File: src/rtl/core/ibd_pkg.sv
// Shared constants and control/status types for the window intersection scanner.
package ibd_pkg;

  // Default sizing handed to the top level
  localparam int LANES_DEF    = 64;
  localparam int POS_BITS_DEF = 20;

  // Fixed field widths
  localparam int WORD_W     = 64;
  localparam int GENO_W     = 2;
  localparam int WLEN_W     = 10;
  localparam int MINLEN_W   = 20;
  localparam int SLOT_W     = 7;
  localparam int LANE_W     = 6;
  localparam int OUT_POS_W  = 20;
  localparam int CFG_IDX_W  = 2;
  localparam int CFG_DATA_W = 20;

  // Homozygous-alternate genotype code, the only one that intersects
  localparam logic [GENO_W-1:0] GENO_HOM = 2'd2;

  // Configuration register indexes
  localparam logic [CFG_IDX_W-1:0] REG_WINDOW_LENGTH    = 2'd0;
  localparam logic [CFG_IDX_W-1:0] REG_MIN_MATCH_LENGTH = 2'd1;
  localparam logic [CFG_IDX_W-1:0] REG_SELF_SLOT        = 2'd2;
  localparam logic [CFG_IDX_W-1:0] REG_ACTIVE_LANES     = 2'd3;

  // Configuration reset values
  localparam logic [WLEN_W-1:0]   WLEN_RST   = 10'd200;
  localparam logic [MINLEN_W-1:0] MINLEN_RST = 20'd800;
  localparam logic [SLOT_W-1:0]   SLOT_RST   = 7'd64;
  localparam logic [SLOT_W-1:0]   ACTIVE_RST = 7'd64;

  // Commands from the controller to the datapath
  typedef struct packed {
    logic take;        // accept one marker request
    logic step;        // advance the lane walk by one lane
    logic load_pend;   // capture the head lane as the pending result
    logic pend_to_out; // move the pending result into the output register
    logic final_res;   // mark the moved result as the last of the report
    logic clear;       // return scan state to its reset value
  } ctrl_cmd_t;

  // Status from the datapath to the controller
  typedef struct packed {
    logic qual;        // head lane of the walk is reportable
    logic pend_valid;  // a pending result is held
    logic out_free;    // output register can take a result this cycle
    logic walk_done;   // every lane has been visited
  } dp_status_t;

endpackage

File: src/rtl/core/ibd_channels.sv
// Handshake channel interfaces for marker input, result output and configuration.
interface ibd_in_if;
  logic                          valid;
  logic                          ready;
  logic [ibd_pkg::GENO_W-1:0]    focal_genotype;
  logic [ibd_pkg::WORD_W-1:0]    compat_word;
  logic                          last_marker;

  modport source (output valid, focal_genotype, compat_word, last_marker, input ready);
  modport sink   (input valid, focal_genotype, compat_word, last_marker, output ready);
endinterface

interface ibd_out_if;
  logic                           valid;
  logic                           ready;
  logic [ibd_pkg::LANE_W-1:0]     lane;
  logic [ibd_pkg::OUT_POS_W-1:0]  run_start;
  logic [ibd_pkg::OUT_POS_W-1:0]  run_end;
  logic                           final_res;

  modport source (output valid, lane, run_start, run_end, final_res, input ready);
  modport sink   (input valid, lane, run_start, run_end, final_res, output ready);
endinterface

interface ibd_cfg_if;
  logic                            valid;
  logic                            ready;
  logic [ibd_pkg::CFG_IDX_W-1:0]   index;
  logic [ibd_pkg::CFG_DATA_W-1:0]  data;

  modport source (output valid, index, data, input ready);
  modport sink   (input valid, index, data, output ready);
endinterface

File: src/rtl/core/ibd_window_intersection_scanner.sv
// Top level: windowed intersection scanner for shared runs against a group of lanes.
// Throughput: one marker request per cycle while no report is in progress.
// A last marker starts a report: the walk visits one lane per cycle while no result-side stall
// holds it, then a flush state ends the report; no marker is taken meanwhile.
// A match waits as pending until the next match or the flush, then moves into the output
// register once it is free; result-side stalls lengthen the walk. Reset (rst_n low,
// synchronous) restores register defaults and clears window, lane and result flags and the walk counter.
module ibd_window_intersection_scanner #(
  parameter int LANES    = ibd_pkg::LANES_DEF,
  parameter int POS_BITS = ibd_pkg::POS_BITS_DEF
) (
  input  logic       clk,
  input  logic       rst_n,
  ibd_in_if.sink     in_ch,
  ibd_out_if.source  out_ch,
  ibd_cfg_if.sink    cfg_ch
);

  ibd_pkg::ctrl_cmd_t  cmd;
  ibd_pkg::dp_status_t status;
  logic                in_ready;

  // Configuration writes are always taken
  assign cfg_ch.ready = 1'b1;
  assign in_ch.ready  = in_ready;

  // Sequence intake, walk and flush
  ibd_ctrl u_ctrl (
    .clk      (clk),
    .rst_n    (rst_n),
    .in_valid (in_ch.valid),
    .in_last  (in_ch.last_marker),
    .in_ready (in_ready),
    .status   (status),
    .cmd      (cmd)
  );

  // Hold window, lane and report state
  ibd_datapath #(
    .LANES    (LANES),
    .POS_BITS (POS_BITS)
  ) u_datapath (
    .clk            (clk),
    .rst_n          (rst_n),
    .cfg_we         (cfg_ch.valid),
    .cfg_index      (cfg_ch.index),
    .cfg_data       (cfg_ch.data),
    .focal_genotype (in_ch.focal_genotype),
    .compat_word    (in_ch.compat_word),
    .cmd            (cmd),
    .status         (status),
    .out_valid      (out_ch.valid),
    .out_ready      (out_ch.ready),
    .out_lane       (out_ch.lane),
    .out_run_start  (out_ch.run_start),
    .out_run_end    (out_ch.run_end),
    .out_final_res  (out_ch.final_res)
  );

endmodule

File: src/rtl/core/ibd_ctrl.sv
// Controller state machine: marker intake, lane walk and report flush.
module ibd_ctrl (
  input  logic                clk,
  input  logic                rst_n,
  input  logic                in_valid,
  input  logic                in_last,
  output logic                in_ready,
  input  ibd_pkg::dp_status_t status,
  output ibd_pkg::ctrl_cmd_t  cmd
);

  localparam logic [1:0] ST_IDLE  = 2'd0;
  localparam logic [1:0] ST_WALK  = 2'd1;
  localparam logic [1:0] ST_FLUSH = 2'd2;

  logic [1:0] state_r;
  logic [1:0] state_nxt;

  // Decode commands and next state
  always_comb begin
    cmd       = '0;
    state_nxt = state_r;
    in_ready  = 1'b0;
    case (state_r)
      ST_IDLE: begin
        in_ready = 1'b1;
        if (in_valid) begin
          cmd.take = 1'b1;
          if (in_last) begin
            state_nxt = ST_WALK;
          end
        end
      end
      ST_WALK: begin
        if (status.walk_done) begin
          state_nxt = ST_FLUSH;
        end else if (!status.qual) begin
          cmd.step = 1'b1;
        end else if (!status.pend_valid) begin
          cmd.step      = 1'b1;
          cmd.load_pend = 1'b1;
        end else if (status.out_free) begin
          // push the older match out, keep the new one pending
          cmd.step        = 1'b1;
          cmd.load_pend   = 1'b1;
          cmd.pend_to_out = 1'b1;
        end
      end
      ST_FLUSH: begin
        if (!status.pend_valid) begin
          cmd.clear = 1'b1;
          state_nxt = ST_IDLE;
        end else if (status.out_free) begin
          cmd.pend_to_out = 1'b1;
          cmd.final_res   = 1'b1;
          cmd.clear       = 1'b1;
          state_nxt       = ST_IDLE;
        end
      end
      default: begin
        state_nxt = ST_IDLE;
      end
    endcase
  end

  // Hold state
  always_ff @(posedge clk) begin
    if (!rst_n) begin
      state_r <= ST_IDLE;
    end else begin
      state_r <= state_nxt;
    end
  end

endmodule

File: src/rtl/core/ibd_datapath.sv
// Datapath: configuration registers, window intersection, lane runs and report registers.
module ibd_datapath #(
  parameter int LANES    = ibd_pkg::LANES_DEF,
  parameter int POS_BITS = ibd_pkg::POS_BITS_DEF
) (
  input  logic                              clk,
  input  logic                              rst_n,
  // configuration writes
  input  logic                              cfg_we,
  input  logic [ibd_pkg::CFG_IDX_W-1:0]     cfg_index,
  input  logic [ibd_pkg::CFG_DATA_W-1:0]    cfg_data,
  // marker payload
  input  logic [ibd_pkg::GENO_W-1:0]        focal_genotype,
  input  logic [ibd_pkg::WORD_W-1:0]        compat_word,
  // control
  input  ibd_pkg::ctrl_cmd_t                cmd,
  output ibd_pkg::dp_status_t               status,
  // result
  output logic                              out_valid,
  input  logic                              out_ready,
  output logic [ibd_pkg::LANE_W-1:0]        out_lane,
  output logic [ibd_pkg::OUT_POS_W-1:0]     out_run_start,
  output logic [ibd_pkg::OUT_POS_W-1:0]     out_run_end,
  output logic                              out_final_res
);

  localparam int SUM_W = (POS_BITS > ibd_pkg::WLEN_W) ? POS_BITS : ibd_pkg::WLEN_W;
  localparam int CMP_W = (POS_BITS > ibd_pkg::MINLEN_W) ? POS_BITS : ibd_pkg::MINLEN_W;
  localparam logic [ibd_pkg::SLOT_W-1:0] LANE_CNT = ibd_pkg::SLOT_W'(LANES);

  // configuration
  logic [ibd_pkg::WLEN_W-1:0]   wlen_r;
  logic [ibd_pkg::MINLEN_W-1:0] min_len_r;
  logic [ibd_pkg::SLOT_W-1:0]   self_slot_r;
  logic [ibd_pkg::SLOT_W-1:0]   act_lanes_r;

  // window and lane state
  logic [ibd_pkg::WORD_W-1:0]   win_and_r;
  logic [ibd_pkg::WLEN_W-1:0]   win_fill_r;
  logic [POS_BITS-1:0]          win_base_r;
  logic [LANES-1:0]             lane_open_r;
  logic [POS_BITS-1:0]          lane_start_r [LANES];
  logic [ibd_pkg::SLOT_W-1:0]   idx_r;

  // pending and output result
  logic                         pend_valid_r;
  logic [ibd_pkg::LANE_W-1:0]   pend_lane_r;
  logic [ibd_pkg::OUT_POS_W-1:0] pend_start_r;
  logic                         out_valid_r;
  logic [ibd_pkg::LANE_W-1:0]   out_lane_r;
  logic [ibd_pkg::OUT_POS_W-1:0] out_start_r;
  logic [ibd_pkg::OUT_POS_W-1:0] out_end_r;
  logic                         out_final_r;

  // combinational
  logic [ibd_pkg::WLEN_W-1:0]   wlen_eff;
  logic [ibd_pkg::WORD_W-1:0]   and_nxt;
  logic [ibd_pkg::WLEN_W-1:0]   fill_inc;
  logic                         close;
  logic [SUM_W-1:0]             base_sum;
  logic [POS_BITS-1:0]          head_len;
  logic [CMP_W-1:0]             head_len_ext;
  logic [CMP_W-1:0]             base_ext;
  logic [CMP_W-1:0]             head_start_ext;
  logic                         out_free;

  // Configuration register writes
  always_ff @(posedge clk) begin
    if (!rst_n) begin
      wlen_r      <= ibd_pkg::WLEN_RST;
      min_len_r   <= ibd_pkg::MINLEN_RST;
      self_slot_r <= ibd_pkg::SLOT_RST;
      act_lanes_r <= ibd_pkg::ACTIVE_RST;
    end else if (cfg_we) begin
      case (cfg_index)
        ibd_pkg::REG_WINDOW_LENGTH:    wlen_r      <= cfg_data[ibd_pkg::WLEN_W-1:0];
        ibd_pkg::REG_MIN_MATCH_LENGTH: min_len_r   <= cfg_data[ibd_pkg::MINLEN_W-1:0];
        ibd_pkg::REG_SELF_SLOT:        self_slot_r <= cfg_data[ibd_pkg::SLOT_W-1:0];
        ibd_pkg::REG_ACTIVE_LANES:     act_lanes_r <= cfg_data[ibd_pkg::SLOT_W-1:0];
        default: ;
      endcase
    end
  end

  // Window intersection and close decision
  always_comb begin
    wlen_eff = (wlen_r == '0) ? ibd_pkg::WLEN_W'(1) : wlen_r;
    and_nxt  = (focal_genotype == ibd_pkg::GENO_HOM) ? (win_and_r & compat_word) : win_and_r;
    fill_inc = win_fill_r + ibd_pkg::WLEN_W'(1);
    close    = (fill_inc >= wlen_eff);
    base_sum = SUM_W'(win_base_r) + SUM_W'(fill_inc);
  end

  // Window registers
  always_ff @(posedge clk) begin
    if (!rst_n || cmd.clear) begin
      win_and_r  <= '1;
      win_fill_r <= '0;
      win_base_r <= '0;
    end else if (cmd.take) begin
      if (close) begin
        win_and_r  <= '1;
        win_fill_r <= '0;
        win_base_r <= base_sum[POS_BITS-1:0];
      end else begin
        win_and_r  <= and_nxt;
        win_fill_r <= fill_inc;
      end
    end
  end

  // Lane run flags: update in parallel at window close, shift down during the walk
  always_ff @(posedge clk) begin
    if (!rst_n || cmd.clear) begin
      lane_open_r <= '0;
    end else if (cmd.step) begin
      lane_open_r <= lane_open_r >> 1;
    end else if (cmd.take && close) begin
      for (int i = 0; i < LANES; i++) begin
        lane_open_r[i] <= and_nxt[ibd_pkg::WORD_W-1-i];
      end
    end
  end

  // Lane run starts
  always_ff @(posedge clk) begin
    if (cmd.step) begin
      for (int i = 0; i < LANES - 1; i++) begin
        lane_start_r[i] <= lane_start_r[i+1];
      end
    end else if (cmd.take && close) begin
      for (int i = 0; i < LANES; i++) begin
        if (and_nxt[ibd_pkg::WORD_W-1-i] && !lane_open_r[i]) begin
          lane_start_r[i] <= win_base_r;
        end
      end
    end
  end

  // Walk lane counter
  always_ff @(posedge clk) begin
    if (!rst_n || cmd.clear) begin
      idx_r <= '0;
    end else if (cmd.step) begin
      idx_r <= idx_r + ibd_pkg::SLOT_W'(1);
    end
  end

  // Evaluate the head lane of the walk
  always_comb begin
    head_len       = win_base_r - lane_start_r[0];
    head_len_ext   = CMP_W'(head_len);
    base_ext       = CMP_W'(win_base_r);
    head_start_ext = CMP_W'(lane_start_r[0]);
    out_free       = !out_valid_r || out_ready;
    status.qual       = lane_open_r[0] && (idx_r < act_lanes_r) && (idx_r != self_slot_r)
                        && (head_len_ext >= CMP_W'(min_len_r));
    status.pend_valid = pend_valid_r;
    status.out_free   = out_free;
    status.walk_done  = (idx_r == LANE_CNT);
  end

  // Pending result flag
  always_ff @(posedge clk) begin
    if (!rst_n) begin
      pend_valid_r <= 1'b0;
    end else if (cmd.load_pend) begin
      pend_valid_r <= 1'b1;
    end else if (cmd.pend_to_out) begin
      pend_valid_r <= 1'b0;
    end
  end

  // Pending result payload
  always_ff @(posedge clk) begin
    if (cmd.load_pend) begin
      pend_lane_r  <= idx_r[ibd_pkg::LANE_W-1:0];
      pend_start_r <= head_start_ext[ibd_pkg::OUT_POS_W-1:0];
    end
  end

  // Output register flag
  always_ff @(posedge clk) begin
    if (!rst_n) begin
      out_valid_r <= 1'b0;
    end else if (cmd.pend_to_out) begin
      out_valid_r <= 1'b1;
    end else if (out_ready) begin
      out_valid_r <= 1'b0;
    end
  end

  // Output register payload
  always_ff @(posedge clk) begin
    if (cmd.pend_to_out) begin
      out_lane_r  <= pend_lane_r;
      out_start_r <= pend_start_r;
      out_end_r   <= base_ext[ibd_pkg::OUT_POS_W-1:0];
      out_final_r <= cmd.final_res;
    end
  end

  assign out_valid     = out_valid_r;
  assign out_lane      = out_lane_r;
  assign out_run_start = out_start_r;
  assign out_run_end   = out_end_r;
  assign out_final_res = out_final_r;

endmodule
File: src/flat_wrapper.sv
// flat-port wrapper written by rule: the top's interface ports become plain ports
module ibd_window_intersection_scanner_flat 
#(
  parameter int LANES    = ibd_pkg::LANES_DEF,
  parameter int POS_BITS = ibd_pkg::POS_BITS_DEF
)
  (clk, rst_n, in_ch_valid, in_ch_focal_genotype, in_ch_compat_word, in_ch_last_marker, in_ch_ready, out_ch_valid, out_ch_lane, out_ch_run_start, out_ch_run_end, out_ch_final_res, out_ch_ready, cfg_ch_valid, cfg_ch_index, cfg_ch_data, cfg_ch_ready);
  ibd_in_if in_ch_i ();
  ibd_out_if out_ch_i ();
  ibd_cfg_if cfg_ch_i ();
  input  logic clk;
  input  logic rst_n;
  input wire logic [$bits(in_ch_i.valid)-1:0] in_ch_valid;
  input wire logic [$bits(in_ch_i.focal_genotype)-1:0] in_ch_focal_genotype;
  input wire logic [$bits(in_ch_i.compat_word)-1:0] in_ch_compat_word;
  input wire logic [$bits(in_ch_i.last_marker)-1:0] in_ch_last_marker;
  output wire logic [$bits(in_ch_i.ready)-1:0] in_ch_ready;
  output wire logic [$bits(out_ch_i.valid)-1:0] out_ch_valid;
  output wire logic [$bits(out_ch_i.lane)-1:0] out_ch_lane;
  output wire logic [$bits(out_ch_i.run_start)-1:0] out_ch_run_start;
  output wire logic [$bits(out_ch_i.run_end)-1:0] out_ch_run_end;
  output wire logic [$bits(out_ch_i.final_res)-1:0] out_ch_final_res;
  input wire logic [$bits(out_ch_i.ready)-1:0] out_ch_ready;
  input wire logic [$bits(cfg_ch_i.valid)-1:0] cfg_ch_valid;
  input wire logic [$bits(cfg_ch_i.index)-1:0] cfg_ch_index;
  input wire logic [$bits(cfg_ch_i.data)-1:0] cfg_ch_data;
  output wire logic [$bits(cfg_ch_i.ready)-1:0] cfg_ch_ready;
  assign in_ch_i.valid = in_ch_valid;
  assign in_ch_i.focal_genotype = in_ch_focal_genotype;
  assign in_ch_i.compat_word = in_ch_compat_word;
  assign in_ch_i.last_marker = in_ch_last_marker;
  assign in_ch_ready = in_ch_i.ready;
  assign out_ch_valid = out_ch_i.valid;
  assign out_ch_lane = out_ch_i.lane;
  assign out_ch_run_start = out_ch_i.run_start;
  assign out_ch_run_end = out_ch_i.run_end;
  assign out_ch_final_res = out_ch_i.final_res;
  assign out_ch_i.ready = out_ch_ready;
  assign cfg_ch_i.valid = cfg_ch_valid;
  assign cfg_ch_i.index = cfg_ch_index;
  assign cfg_ch_i.data = cfg_ch_data;
  assign cfg_ch_ready = cfg_ch_i.ready;
  ibd_window_intersection_scanner #(.LANES(LANES), .POS_BITS(POS_BITS)) u_core (.clk(clk), .rst_n(rst_n), .in_ch(in_ch_i), .out_ch(out_ch_i), .cfg_ch(cfg_ch_i));
endmodule
File: config.mk
export PLATFORM = sky130hd
export DESIGN_NAME = ibd_window_intersection_scanner_flat
export DESIGN_NICKNAME = d
export VERILOG_FILES = /design/src/rtl/core/ibd_pkg.sv /design/src/rtl/core/ibd_channels.sv /design/src/rtl/core/ibd_window_intersection_scanner.sv /design/src/rtl/core/ibd_ctrl.sv /design/src/rtl/core/ibd_datapath.sv /design/src/flat_wrapper.sv
export SDC_FILE = /design/constraint.sdc
export NUM_CORES = 2
export LEC_CHECK = 0
export ABC_AREA = 1
export BUFFER_PORTS_ARGS = -buffer_cell sky130_fd_sc_hd__buf_2
export CAP_MARGIN = 20
export CELL_PAD_IN_SITES_DETAIL_PLACEMENT = 1
export CELL_PAD_IN_SITES_GLOBAL_PLACEMENT = 2
export CORE_ASPECT_RATIO = 1.4
export CORE_MARGIN = 2
export CORE_UTILIZATION = 30
export CTS_BUF_LIST = sky130_fd_sc_hd__clkbuf_8
export CTS_CLUSTER_DIAMETER = 60
export CTS_CLUSTER_SIZE = 24
export DETAILED_ROUTE_END_ITERATION = 8
export GPL_TIMING_DRIVEN = 0
export PLACE_DENSITY_LB_ADDON = 0.1
export RECOVER_POWER = 50
export SLEW_MARGIN = 0
export SYNTH_ARGS = -nofsm -noshare
export SYNTH_HDL_FRONTEND = slang
export SYNTH_SLANG_ARGS = --single-unit
File: constraint.sdc
create_clock -name clk -period 10.8 [get_ports clk]
set_input_delay 0.54 -clock clk [delete_from_list [all_inputs] [get_ports clk]]
set_output_delay 0.54 -clock clk [all_outputs]
set_load 0.05 [all_outputs]
=== Word level (Yosys, flattened, before mapping) ===
Memories as Yosys holds them, arrays and structs flattened.
Cells that the tools add are included.
Widths: inputs -> output; s select.

* Register bits after elaboration: 286
* RAM bits: 1280
* Input port bits: 94
* Output and inout bits: 50
* Logic and storage cells: 604
* Memories kept: 1

{| class="wikitable"
|+ Memories
! memory !! depth !! bits a word !! rd ports !! clocked after Yosys merged registers in !! wr ports !! line !! RTL
|-
| u_core.u_datapath.lane_start_r || 64 || 20 || 64 || 0 || 64 || ibd_datapath.sv:42 || <nowiki>logic [POS_BITS-1:0] lane_start_r [LANES];</nowiki>
|}

* $add $sub $neg: 4
* Magnitude comparators: 3
* Equal/unequal tests: 12
* Muxes and demuxes: 351
* Bitwise logic cells: 64
* Reduce and logical (&&, ||, !) cells: 150

{| class="wikitable"
|+ Operator list
! kind !! count
|-
| $mux 20 || 63
|-
| $mux 1 || 269
|-
| $mux 64 || 2
|-
| $mux 63 || 2
|-
| $logic_and 1x1->1 || 68
|-
| $logic_not 1->1 || 66
|-
| $and 64x64->64 || 1
|-
| $or 1x1->1 || 63
|-
| $add 20x10->20 || 1
|-
| $ge 20x20->1 || 1
|-
| $mux 10 || 2
|-
| $sub 20x20->20 || 1
|-
| $mux 2 || 9
|-
| $reduce_and 2->1 || 6
|-
| $add 10x1->10 const B || 1
|-
| $ge 10x10->1 || 1
|-
| $logic_not 10->1 || 1
|-
| $eq 2x2->1 const B || 4
|-
| $add 7x1->7 const B || 1
|-
| $eq 7x7->1 const B || 1
|-
| $lt 7x7->1 || 1
|-
| $ne 7x7->1 || 1
|-
| $mux 3 || 2
|-
| $pmux 2 s3 || 1
|-
| 10 further kinds || 16
|}

=== Logic depth before layout (Yosys ltp) ===
* Depth after elaboration: 10
* Depth in mapped cells: 28
* Depth with buffers taken out: 25

=== By module ===
A second synthesis with hierarchy kept.

* Cell total of the unflattened synthesis: 6853
* Area, all modules: 67832.6 sq um

{| class="wikitable"
|+ By module, submodules not included
! module !! times used !! cells an instance !! area an instance (sq um) !! sequential area each (sq um)
|-
| ibd_datapath || 1 || 6810 || 67567.3 || 44853.0
|-
| ibd_ctrl || 1 || 41 || 254.0 || 40.0
|-
| ibd_window_intersection_scanner || 1 || 2 || 11.3 || 0.0
|}

=== Least setup slack after synthesis ===
OpenSTA, ideal clock, no wires.

* Path type: register to register
* From: reg u_core.u_datapath.win_base_r[0] (netlist: u_core.u_datapath.base_ext[0])
* To: mem u_core.u_datapath.lane_start_r[0][1260] (netlist bit) (enable)
* Setup time: 422 ps
* Arrival time: 4828 ps
* Required time: 10378 ps
* Path slack: 5549 ps
* Cell stages (with the launch flop): 25
* Path buffers: 3
* Clock period less this slack: 5251 ps
* Path through: dfxtp_1 -> inv_1 -> ha_1 -> inv_1 -> fa_1 -> a31oi_1 -> o21ai_0 -> a21oi_1 -> inv_1 -> a21oi_1 -> xnor2_1 -> ha_1 -> nand2_1 -> nor2_1 -> nand2_1 -> nor2_1 -> nand2_1 -> nand4_1 -> nand3_2 -> nand2_4 -> buf_8 -> inv_4 -> buf_2 -> buf_2 -> nor3_1

{| class="wikitable"
|+ RTL lines
! what !! line !! RTL
|-
| start, declared || ibd_datapath.sv:40 || <nowiki>logic [POS_BITS-1:0] win_base_r;</nowiki>
|-
| start signal, assigned || ibd_datapath.sv:104 || <nowiki>win_base_r <= base_sum[POS_BITS-1:0];</nowiki>
|-
| end, declared || ibd_datapath.sv:42 ||
|}

==> impl_metrics.ini <==
[placement]
post-dp-hpwl_um = 161900
place_congestion = 0.8149
port_buffers = 141
placed_cell_area_um2 = 71140
pre_cts_slack_ns = 3.793

[synth]
synthFlopType = edfxtp_1
synthCells = 6110
syn_area_um2 = 65770
synth_top_area_cell = edfxtp_1
synth_area_per_cell_um2 = 10.76
synth-edff-count = 1353
synth-seq-cells = 1566
yosys_warnings = 0
synth_common_cells = nand2_1, o21ai_0, edfxtp_1, clkbuf_1, nand3_1
synth_cell_types = 45
yosys-top-cells-area = edfxtp_1, o21ai_0, nand2_1, dfxtp_1, clkbuf_1
synth_most_common_cell = nand2_1
ys_async_sr_fraction_pct = 0
yosys.area.top_type_share_pct = 61.77
syn_nets = 6277
yosysSeqAreaShare_pct = 68.26

[clock_network]
insertion_delay_ns = 0.94
htree_levels = 4
cts_setup_buffers = 0
cts-root-buf = clkbuf_8
clockBufferDepth = 4
clock-sinks = 1566
ctsHoldBuffers = 48
numCtsBuffers = 144
ctsResizeCount = 0
cts_tree = built
clk_pin_slew_worst_paths_ns = 0.14

[finish]
drive_above_1_share_pct = 6.371
final_cell_area_um2 = 74310
syn_to_final_growth_pct = 12.98
num-fill-cells = 24330
final_core_util_pct = 34.06
fin_nets = 6653

[power_and_ir_drop]
internal_power_mw = 11.62
p_sw_mw = 5.970
power_frac_clock_pct = 23.6
power_frac_seq_pct = 54.1
p_total_mw = 17.59
cellPowerDensity_nw_per_um2 = 236.7
switching_share_pct = 33.94
p_leak_nw = 28.14
ir_drop_uv = 135.3
pwr-share-comb_pct = 22.3

[timing]
skew_ns = 0.07350
rsz0062_at_grt = false
min_period_ns = 8.558
final-max-slew-violation-count = 80
tightest_slew_ns = 2.467
setup_tns_ns = 0
fin_crit_sh_pct = 79.25
timing.fmax_mhz = 116.8
finalHoldViolations = 0
slew_headroom_pct = -64.46
layout_setup_ws_ns = 2.242
setup_viol = 0

[routing]
drcViolationCount = 0
drtIter0Drc = 2484
firstDrtPassIters = 6
ant_nets = 0
wire_per_inst_um = 22.82
vias_per_cell = 4.840
wirelength_um = 216100
vias = 45830

[die]
start_util_pct = 30.14
io_pins = 144
core_area_um2 = 218200
die_height_um = 558.0
die-area_um2 = 223000
fp.dieW_um = 399.7
num_rows = 203

[outcome]
violations = max-capacitance violations, max-slew violations
outcome = finished with violations

[setup_path]
crit_type = register to register
cp_max_fo = 10
start_kind = register
endpoint_kind = register
cp_data_required_time_ns = 11.38
worstPathArrival_ns = 9.14

[grt]
antenna_found_initial = 27
grt_usage_pct = 19.47
grt_max_degree = 38
grt_pass1_wl_um = 325900
grt_pass1_vias = 48820
grt.overflow.total = 0

[job]
cap_violations = 4

[min_path]
min_path_type = primary input to register
[routing by layer]
layer  wire length [um]  global-route usage [%]
met4               6765                   5.763
met5                  0                       0
met3               6382                   1.958
met2             108000                   34.40
met1              94880                   25.00
[final timing paths]
check                                         start  slack, ns                                     to  depth (start not counted)
hold reg to reg   u_core.u_datapath.pend_start_r[1]       0.42     u_core.u_datapath.out_run_start[1]                          0
setup reg to reg      u_core.u_datapath.base_ext[0]       2.24  u_core.u_datapath.lane_start_r[0][15]                         27
hold / removal                in_ch_compat_word[23]       0.08        u_core.u_datapath.win_and_r[23]                          3
setup / recovery      u_core.u_datapath.base_ext[0]       2.24  u_core.u_datapath.lane_start_r[0][15]                         27
[critical path, stage by stage, from the launching register on]
cell,delay [ns]
dfxtp_1,0.62
inv_1,0.21
ha_1,0.27
inv_1,0.10
fa_1,0.27
a31oi_1,0.14
o21ai_0,0.40
nand3_1,0.13
nand2_1,0.13
nand3_1,0.09
nand2_1,0.08
xor2_1,0.18
inv_1,0.07
ha_1,0.27
nand2_1,0.05
nor2_1,0.16
nand2_1,0.10
nor2_1,0.11
nand2_1,0.05
nand4_1,0.21
nand3_1,0.72
nand2_1,0.67
clkbuf_1,0.71
inv_4,0.28
clkbuf_1,0.43
clkbuf_1,0.50
o21ai_0,0.75
o21ai_0,0.45
[power by group through the flow]
stage	Combinational, mW	Sequential (mW)	Clock (mW)
CTS	4.19	9.54	4.33
floorplan	2.50	9.41	0
finish	3.91	9.52	4.16
detailed placement	4.15	9.63	0
global route	4.51	9.69	4.50
global placement	3.91	9.67	0
[cells by family after synthesis]
logic type,Yosys count,share of synthesized area [%]
buf+inv,675,4.341
compound gates,1672,12.95
other cells,1,0.005702
fa+ha+maj,73,1.412
xor+xnor,47,0.6259
flops,1566,68.26
simple gates,2076,12.41
[area by class of cell]
class | instances | area (um2) | area share (%)
Tap cell | 2870 | 3591 | 4.832
Clock buffer | 151 | 2078 | 2.797
Antenna cell | 6 | 15.01 | 0.02021
Timing Repair Buffer | 230 | 1847 | 2.485
Inverter | 181 | 681.9 | 0.9177
Clock inverter | 101 | 1190 | 1.601
Sequential cell | 1566 | 44890 | 60.41
Buffer | 494 | 1966 | 2.645
Multi-Input combinational cell | 3869 | 18050 | 24.29
[cells in the final DEF (no fill, tap or decap), types with 25 or more instances in the layout]
cell              n
nand2_1        1610
o21ai_0        1488
edfxtp_1       1353
clkbuf_1        512
nand3_1         219
dfxtp_1         213
nor2_1          210
inv_1           183
clkbuf_8        151
a21oi_1         109
buf_2           108
ha_1             71
dlygate4sd3_1    48
xor2_1           25
[state kept, by name, indices dropped and copies added (netlist names)]
register and flops:
u_core.u_datapath.lane_start_r 1280, u_core.u_datapath.lane_open_r 64, u_core.u_datapath.win_and_r 64, u_core.u_datapath.base_ext 20, u_core.u_datapath.min_len_r 20, u_core.u_datapath.out_run_end 20
u_core.u_datapath.out_run_start 20, u_core.u_datapath.pend_start_r 20, u_core.u_datapath.win_fill_r 10, u_core.u_datapath.wlen_r 10, u_core.u_datapath.act_lanes_r 7, u_core.u_datapath.idx_r 7
u_core.u_datapath.self_slot_r 7, u_core.u_datapath.out_lane 6, u_core.u_datapath.pend_lane_r 6, u_core.u_ctrl.state_r 2, u_core.u_datapath.out_final_res 1, u_core.u_datapath.out_valid 1
u_core.u_datapath.pend_valid_r 1
[per-stage QoR]
| step | cells | hold WS, ns |
|---|---|---|
| after CTS | 9462 | 0.002944 |
| after detailed placement | 9162 | 0.4051 |
| after global placement | 9121 | 0.4045 |
| final | 9468 | 0.08275 |
| after floorplan | 6110 | 0.4003 |
| after global routing | 9463 | 0.04954 |
Power figures use the tool's default switching activity.
